### config.mk
export PLATFORM = sky130hd
export DESIGN_NAME = modbus_response_frame_receiver_unit
export DESIGN_NICKNAME = d
export VERILOG_FILES = /design/src/sv/mrfr_pkg.sv /design/src/sv/modbus_response_frame_receiver_unit.sv
export SDC_FILE = /design/constraint.sdc
export NUM_CORES = 1
export LEC_CHECK = 0
export BUFFER_PORTS_ARGS = -buffer_cell sky130_fd_sc_hd__buf_2
export CAP_MARGIN = 20
export CORE_ASPECT_RATIO = 0.7
export CORE_MARGIN = 10
export CORE_UTILIZATION = 45
export CTS_CLUSTER_DIAMETER = 50
export DETAILED_ROUTE_END_ITERATION = 8
export PLACE_DENSITY_LB_ADDON = 0.12
export SYNTH_ARGS = -nofsm -noshare
export SYNTH_HDL_FRONTEND = slang
export SYNTH_SLANG_ARGS = --single-unit
### constraint.sdc
create_clock -name clock -period 3.1 [get_ports clock]
set_clock_uncertainty 0.2 [all_clocks]
set_input_delay 0 -clock clock [delete_from_list [all_inputs] [get_ports clock]]
set_output_delay 0 -clock clock [all_outputs]
set_load 0.005 [all_outputs]
### src/sv/mrfr_pkg.sv
`timescale 1ns / 1ps
`default_nettype none

package mrfr_pkg;

   // Item kinds on the request channel
   localparam logic [1:0] FUNC_ARM  = 2'd0;
   localparam logic [1:0] FUNC_BYTE = 2'd1;
   localparam logic [1:0] FUNC_TICK = 2'd2;

   // Response status codes
   localparam logic [2:0] ST_IDLE    = 3'd0;
   localparam logic [2:0] ST_RECV    = 3'd1;
   localparam logic [2:0] ST_GOOD    = 3'd2;
   localparam logic [2:0] ST_CRCERR  = 3'd3;
   localparam logic [2:0] ST_TIMEOUT = 3'd4;
   localparam logic [2:0] ST_DISCARD = 3'd5;

   // Register indexes
   localparam logic CSR_SLAVE_ADDR = 1'b0;
   localparam logic CSR_TIMEOUT    = 1'b1;

   // Register reset values
   localparam logic [7:0]  SLAVE_ADDR_RST = 8'h01;
   localparam logic [15:0] TIMEOUT_RST    = 16'd200;

   // Modbus function codes handled
   localparam logic [7:0] MB_READ_HOLD  = 8'h03;
   localparam logic [7:0] MB_WRITE_MULT = 8'h10;

   // Frame constants
   localparam logic [8:0]  LEN_WRITE_MULT = 9'd8;
   localparam logic [8:0]  LEN_OVERHEAD   = 9'd5;
   localparam logic [8:0]  LEN_HUNT       = 9'd255;
   localparam logic [15:0] CRC_INIT       = 16'hFFFF;
   localparam logic [15:0] CRC_POLY       = 16'hA001;

   // Bus widths
   localparam int REQ_TDATA_W = 8;
   localparam int REQ_TUSER_W = 2;
   localparam int RSP_TDATA_W = 32;
   localparam int RSP_TUSER_W = 4;
   localparam int CSR_DATA_W  = 16;

   // Receive phase, one-hot
   typedef enum logic [3:0] {
      PH_ADDR  = 4'b0001,
      PH_FUNC  = 4'b0010,
      PH_COUNT = 4'b0100,
      PH_BODY  = 4'b1000
   } phase_type;

   // CRC-16 over one byte, reflected polynomial, unrolled bit by bit
   function automatic logic [15:0] crc16_byte(input logic [15:0] crc, input logic [7:0] data);
      logic [15:0] c;
      c = crc ^ {8'h00, data};
      for (int k = 0; k < 8; k++) begin
         if (c[0]) begin
            c = (c >> 1) ^ CRC_POLY;
         end else begin
            c = c >> 1;
         end
      end
      return c;
   endfunction

endpackage

`default_nettype wire

### src/sv/modbus_response_frame_receiver_unit.sv
`timescale 1ns / 1ps
`default_nettype none

// Modbus RTU response receiver.
// Request channel (req_*): one item per event. req_tuser carries the kind
// (arm, received byte, timer tick), req_tdata the received byte.
// Response channel (rsp_*): exactly one item per request item, in order.
// rsp_tuser carries status and the byte-stored flag, rsp_tdata the byte
// position, byte value and, on a good frame, the frame length.
// Register port (csr_*): slave address and timeout in ticks; write only
// while no item is in flight.
// An accepted item sits in the input register, and its response is loaded
// into the output register when that register is empty or being drained.
// Throughput: one item per cycle while the output is not stalled; the CRC
// of a byte is an unrolled 8-step network between the input register and
// the output register. Reset clears both pipeline registers, disarms the
// receiver and restores register defaults (address 1, 200 ticks). When
// rsp_tready is low the output register holds its item; the input register
// still takes one more item, then req_tready drops until the output drains.
module modbus_response_frame_receiver_unit (
   input  wire                                 clock,
   input  wire                                 reset,
   // Request channel
   input  wire                                 req_tvalid,
   output logic                                req_tready,
   input  wire  [mrfr_pkg::REQ_TDATA_W-1:0]    req_tdata,   // [7:0] rx_byte
   input  wire  [mrfr_pkg::REQ_TUSER_W-1:0]    req_tuser,   // [1:0] func
   // Response channel
   output logic                                rsp_tvalid,
   input  wire                                 rsp_tready,
   output logic [mrfr_pkg::RSP_TDATA_W-1:0]    rsp_tdata,   // [8:0] byte_index,
                                                            // [16:9] byte_out,
                                                            // [25:17] frame_length
   output logic [mrfr_pkg::RSP_TUSER_W-1:0]    rsp_tuser,   // [2:0] status, [3] byte_valid
   // Register write port
   input  wire                                 csr_we,
   input  wire                                 csr_index,
   input  wire  [mrfr_pkg::CSR_DATA_W-1:0]     csr_wdata
);
   import mrfr_pkg::*;

   // Registers
   logic        in_valid_ff;
   logic [1:0]  in_func_ff;
   logic [7:0]  in_byte_ff;
   logic        out_valid_ff;
   logic [RSP_TDATA_W-1:0] out_data_ff, out_data_in;
   logic [RSP_TUSER_W-1:0] out_user_ff, out_user_in;

   logic [7:0]  slave_addr_ff;
   logic [15:0] timeout_ff;

   logic        armed_ff, armed_in;
   phase_type   phase_ff, phase_in;
   logic [8:0]  count_ff, count_in;
   logic [8:0]  exp_len_ff, exp_len_in;
   logic [15:0] crc_ff, crc_in;
   logic [7:0]  crc_low_ff, crc_low_in;
   logic [15:0] ticks_ff, ticks_in;

   // Handshake
   logic out_ready;
   logic fire;

   // Datapath helpers
   logic [15:0] crc_step;
   logic [8:0]  count_inc;
   logic [9:0]  count_plus2;
   logic [2:0]  status;
   logic        byte_valid;
   logic [8:0]  byte_index;
   logic [7:0]  byte_out;
   logic [8:0]  frame_len;

   assign out_ready  = !out_valid_ff || rsp_tready;
   assign req_tready = !in_valid_ff || out_ready;
   assign fire       = in_valid_ff && out_ready;

   assign rsp_tvalid = out_valid_ff;
   assign rsp_tdata  = out_data_ff;
   assign rsp_tuser  = out_user_ff;

   assign crc_step    = crc16_byte(crc_ff, in_byte_ff);
   assign count_inc   = count_ff + 9'd1;
   assign count_plus2 = {1'b0, count_ff} + 10'd2;

   // Input register
   always_ff @(posedge clock) begin
      if (reset) begin
         in_valid_ff <= 1'b0;
      end else if (req_tready) begin
         in_valid_ff <= req_tvalid;
      end
   end

   always_ff @(posedge clock) begin
      if (req_tready && req_tvalid) begin
         in_func_ff <= req_tuser;
         in_byte_ff <= req_tdata;
      end
   end

   // Register writes
   always_ff @(posedge clock) begin
      if (reset) begin
         slave_addr_ff <= SLAVE_ADDR_RST;
         timeout_ff    <= TIMEOUT_RST;
      end else if (csr_we) begin
         unique case (csr_index)
            CSR_SLAVE_ADDR: slave_addr_ff <= csr_wdata[7:0];
            CSR_TIMEOUT:    timeout_ff    <= csr_wdata;
            default:        ;
         endcase
      end
   end

   // Receiver next state and response
   always_comb begin
      armed_in   = armed_ff;
      phase_in   = phase_ff;
      count_in   = count_ff;
      exp_len_in = exp_len_ff;
      crc_in     = crc_ff;
      crc_low_in = crc_low_ff;
      ticks_in   = ticks_ff;
      status     = armed_ff ? ST_RECV : ST_IDLE;
      byte_valid = 1'b0;
      byte_index = 9'd0;
      byte_out   = 8'd0;
      frame_len  = 9'd0;

      case (in_func_ff)
         FUNC_ARM: begin
            armed_in   = 1'b1;
            phase_in   = PH_ADDR;
            count_in   = 9'd0;
            exp_len_in = LEN_HUNT;
            crc_in     = CRC_INIT;
            crc_low_in = 8'd0;
            ticks_in   = timeout_ff;
            status     = ST_RECV;
         end
         FUNC_TICK: begin
            if (armed_ff) begin
               if (ticks_ff <= 16'd1) begin
                  // timed out: drop everything
                  ticks_in   = 16'd0;
                  armed_in   = 1'b0;
                  phase_in   = PH_ADDR;
                  count_in   = 9'd0;
                  exp_len_in = LEN_HUNT;
                  crc_in     = CRC_INIT;
                  crc_low_in = 8'd0;
                  status     = ST_TIMEOUT;
               end else begin
                  ticks_in = ticks_ff - 16'd1;
               end
            end
         end
         FUNC_BYTE: begin
            if (armed_ff) begin
               unique case (phase_ff)
                  PH_ADDR: begin
                     // hunt for our address, drop others silently
                     if (in_byte_ff == slave_addr_ff) begin
                        byte_valid = 1'b1;
                        byte_out   = in_byte_ff;
                        crc_in     = crc_step;
                        count_in   = 9'd1;
                        phase_in   = PH_FUNC;
                     end
                  end
                  PH_FUNC: begin
                     if (in_byte_ff == MB_READ_HOLD || in_byte_ff == MB_WRITE_MULT) begin
                        byte_valid = 1'b1;
                        byte_index = count_ff;
                        byte_out   = in_byte_ff;
                        crc_in     = crc_step;
                        count_in   = count_inc;
                        if (in_byte_ff == MB_READ_HOLD) begin
                           phase_in = PH_COUNT;
                        end else begin
                           exp_len_in = LEN_WRITE_MULT;
                           phase_in   = PH_BODY;
                        end
                     end else begin
                        // unsupported function: back to hunting
                        phase_in   = PH_ADDR;
                        count_in   = 9'd0;
                        exp_len_in = LEN_HUNT;
                        crc_in     = CRC_INIT;
                        crc_low_in = 8'd0;
                        status     = ST_DISCARD;
                     end
                  end
                  PH_COUNT: begin
                     byte_valid = 1'b1;
                     byte_index = count_ff;
                     byte_out   = in_byte_ff;
                     crc_in     = crc_step;
                     count_in   = count_inc;
                     exp_len_in = {1'b0, in_byte_ff} + LEN_OVERHEAD;
                     phase_in   = PH_BODY;
                  end
                  PH_BODY: begin
                     byte_valid = 1'b1;
                     byte_index = count_ff;
                     byte_out   = in_byte_ff;
                     count_in   = count_inc;
                     // CRC over payload, latch low CRC byte
                     if (count_plus2 < {1'b0, exp_len_ff}) begin
                        crc_in = crc_step;
                     end else if (count_plus2 == {1'b0, exp_len_ff}) begin
                        crc_low_in = in_byte_ff;
                     end
                     // last byte: check and close
                     if (count_inc >= exp_len_ff) begin
                        if ({in_byte_ff, crc_low_ff} == crc_ff) begin
                           status    = ST_GOOD;
                           frame_len = exp_len_ff;
                        end else begin
                           status = ST_CRCERR;
                        end
                        armed_in   = 1'b0;
                        phase_in   = PH_ADDR;
                        count_in   = 9'd0;
                        exp_len_in = LEN_HUNT;
                        crc_in     = CRC_INIT;
                        crc_low_in = 8'd0;
                     end
                  end
                  default: begin
                     phase_in   = PH_ADDR;
                     count_in   = 9'd0;
                     exp_len_in = LEN_HUNT;
                     crc_in     = CRC_INIT;
                     crc_low_in = 8'd0;
                  end
               endcase
            end
         end
         default: ;
      endcase

      out_user_in = {byte_valid, status};
      out_data_in = {{(RSP_TDATA_W - 26){1'b0}}, frame_len, byte_out, byte_index};
   end

   // Receiver state
   always_ff @(posedge clock) begin
      if (reset) begin
         armed_ff   <= 1'b0;
         phase_ff   <= PH_ADDR;
         count_ff   <= 9'd0;
         exp_len_ff <= LEN_HUNT;
         crc_ff     <= CRC_INIT;
         crc_low_ff <= 8'd0;
         ticks_ff   <= 16'd0;
      end else if (fire) begin
         armed_ff   <= armed_in;
         phase_ff   <= phase_in;
         count_ff   <= count_in;
         exp_len_ff <= exp_len_in;
         crc_ff     <= crc_in;
         crc_low_ff <= crc_low_in;
         ticks_ff   <= ticks_in;
      end
   end

   // Output register
   always_ff @(posedge clock) begin
      if (reset) begin
         out_valid_ff <= 1'b0;
      end else if (out_ready) begin
         out_valid_ff <= in_valid_ff;
      end
   end

   always_ff @(posedge clock) begin
      if (fire) begin
         out_data_ff <= out_data_in;
         out_user_ff <= out_user_in;
      end
   end

endmodule

`default_nettype wire

==> impl_metrics.yaml <==
drt:
  dr.pass1.iters: 5
  route.vias.total: 6486
  drc_errors: 0
  wl_per_cell_um: 17.85
  drtAntennaViolNets: 0
  drt-initial-drc-count: 507
  post_drt_via_cell_ratio: 5.670
  detail_route.wirelength_um: 20420
setup_path:
  worstSetupStartpointType: "flip-flop"
  critPathKind: "reg2reg"
  critical_path.slowest_cell: "or4b_4"
  delay_heaviest_family_cp: "simple AND/OR/NAND/NOR gates"
  reg2reg_setup_slack_ps: 4
  critical_path_required_ps: 3250
  path_buf_inv: 2
  setup.worst_path.end_class: "flip-flop"
  worstPathArrival_ps: 3240
  timing.critical_path.fanout_max: 8
  critical-path-max-stage-delay_ps: 560
  path_cells: "ha_4, buf_6, xor2_2, ha_1, and3_4, a221oi_2, o2111a_1, or4b_4, a211oi_4, buf_12, mux2i_1"
synth:
  netlist_top_cells_area: "dfxtp_1, edfxtp_1, ha_1"
  synth-edff-count: 40
  synth.most_common_cell: "dfxtp_1"
  ys.flop_type: "dfxtp_1"
  synth.cell_area_mm2: 0.007072
  post_synth.cell_area_avg_um2: 8.940
  yosys_warnings: 0
  synthArstFlopShare_pct: 0
  synth_cells: 791
  most_numerous_cell_types_in_the_synthesized_netlist: "dfxtp_1, nand2_1, a21oi_1"
  yosysUniqueCellTypes: 75
  yosys_register_bits: 129
  yosys.area.top_type: "dfxtp_1"
  synth_largest_type_area_fraction_pct: 25.19
  seq_area_frac_synth_pct: 42.18
cells_and_area:
  fillCellCount: 1276
  share_of_layout_cells_above_drive_strength_1_pct: 25.00
  area_delta_synth_final_pct: 31.35
  antennaDiodeCount: 0
  layout.cells.non_filler: 1144
  nets: 991
run:
  max_cap_viol_count: 0
floorplanning:
  initial_standard_cell_utilization_of_the_core_pct: 45.77
  die_area_mm2: 0.02121
  die_height_um: 124.9
  std_cell_rows: 38
  floorplan.io_pins: 70
  floorplan.core_area_mm2: 0.01545
  fp.dieW_um: 169.8
timing:
  final_period_minus_worst_setup_slack_ps: 3096
  finalMaxSlewViolations: 0
  maxSlewHeadroom_pct: 45.72
  minimum_setup_slack_in_the_final_design_ps: 4.377
  finalHoldViolCount: 0
  timing.fmax_mhz: 323.0
  tightest_slew_ps: 809.9
  unrepaired_setup_endpoints_after_global_routing: "true"
  setup_viol: 0
  fin_crit_sh_pct: 99.86
placement:
  globalplace.congestion: 0.9685
  dp.final_hpwl_um: 14250
  dp_slack_ps: -196.1
  portBuffers: 63
  numPlacedInstances: 1063
power_and_ir_drop:
  ir_worst_vdd_mv: 0.3270
  power.static_leakage_nw: 3.603
  power_per_cell_area_mw_per_mm2: 478.9
grt:
  grt_antenna_before_repair: 0
  grt_pass1_wl_um: 32400
  overflow: 0
  grt_max_degree: 55
  number_of_global_route_vias_before_repair: 6125
  track_usage_pct: 18.90
cts:
  cts-htree-levels: 4
  clock_sinks: 129
  numCtsBuffers: 17
  cts_tree: "yes"
  insertion_delay_ps: 420
  cts_buffer_depth: 2
  clk_pin_slew_ps: 60
  cts-root-buf: "clkbuf_16"
run_status:
  status: "completed"
worst_hold_path:
  worstHoldPathType: "in2reg"
## layout by cell type, fill, tap and decap left out, drive strengths merged, types with 3 or more instances in the layout
cell type,instances
nand2b,4
a21o,4
o211ai,12
dlygate4sd3,39
nor2,48
o2111ai,3
o21a,3
a211oi,14
or4b,5
conb,6
a22oi,13
ha,28
a22o,3
o21ai,53
inv,32
and2,19
or3,8
edfxtp,40
or4,5
and3,5
xnor2,30
nand4,9
o31ai,5
dfxtp,89
a21oi,62
clkbuf,20
mux2i,11
buf,133
nand3,36
nand2,78
clkinv,8
xor2,39
nor2b,5
nor3,19
nor4,20
## stage by stage
step	hold slack [ps]	utilization (%)	TNS, ps	instance area, um^2	power (mW)
finish	87.66	60.11	0	9289	4.448
global route	81.78	60.11	-1360	9289	4.618
detailed placement	-21.85	51.30	-2533	7928	2.406
global placement	-23.06	51.05	-1115	7889	2.392
CTS	64.78	58.33	0	9014	4.436
floorplan	-101.1	-	0	7111	2.242
## routing by layer
metal / global-route usage (%) / vias up / part of all wire, %
met5: 0 / - / 0
met4: 5.044 / 0 / 1.2
met3: 5.446 / 26 / 8.1
met2: 27.16 / 258 / 43
met1: 26.84 / 3085 / 48
li1: - / 3117 / -
## path summary, 6_finish.rpt
kind | startpoint | to | cells past startpoint
hold reg to reg | timeout_ff[15] | timeout_ff[15] | 2
setup reg to reg | count_ff[1] | crc_low_ff[4] | 11
hold / removal | req_tdata[3] | in_byte_ff[3] | 2
setup / recovery | count_ff[1] | crc_low_ff[4] | 11
## flip-flops by register name, summed over array words and instances (netlist names)
register       cells
rsp_tdata         26
crc_ff            16
ticks_ff          16
timeout_ff        16
count_ff           9
exp_len_ff         9
crc_low_ff         8
in_byte_ff         8
slave_addr_ff      8
phase_ff           4
rsp_tuser          4
in_func_ff         2
armed_ff           1
in_valid_ff        1
rsp_tvalid         1
## timing repair
item,in CTS,in global routing
endpoints found under the hold margin,59,0
buffers inserted,3,5
gates resized for setup,24,49
setup endpoints to repair,26,42
pin swaps,11,27
gates cloned,0,2
hold buffers,39,0
## worst register-to-register path, stage by stage (launching register included)
cell,delay [ps]
dfxtp_4,360
ha_4,190
buf_6,120
xor2_2,140
ha_1,280
and3_4,210
a221oi_2,70
o2111a_1,260
or4b_4,560
a211oi_4,270
buf_12,170
mux2i_1,190
## power by group
group	internal, mW	switching (mW)
registers	1.80	0.0487
clock network	1.18	0.805
logic	0.270	0.342
total	3.25	1.20
## kinds of logic (layout without fill, tap and decap cells)
group | count (synthesis) | in the layout | share of synthesized area (%)
and+or+nand+nor | 274 | 274 | 20.35
AOI/OAI and AO/OA | 191 | 191 | 16.99
DFF | 129 | 129 | 42.18
buffers and inverters | 87 | 235 | 5.060
xor gates and xnor gates | 70 | 70 | 8.864
adders and majority gates | 28 | 28 | 4.954
muxes | 11 | 11 | 1.557
other | 1 | 6 | 0.05303
## final cells by class
cell class	count	area (um^2)	share of cell area (%)
clock buffer	19	464.2	4.997
clock inverter	13	122.6	1.320
inverter	29	108.9	1.172
multi-input combinational	580	4025	43.33
sequential	129	2999	32.29
tap	200	250.2	2.694
timing repair buffer	174	1319	14.20
(Power assumes the default switching activity.)
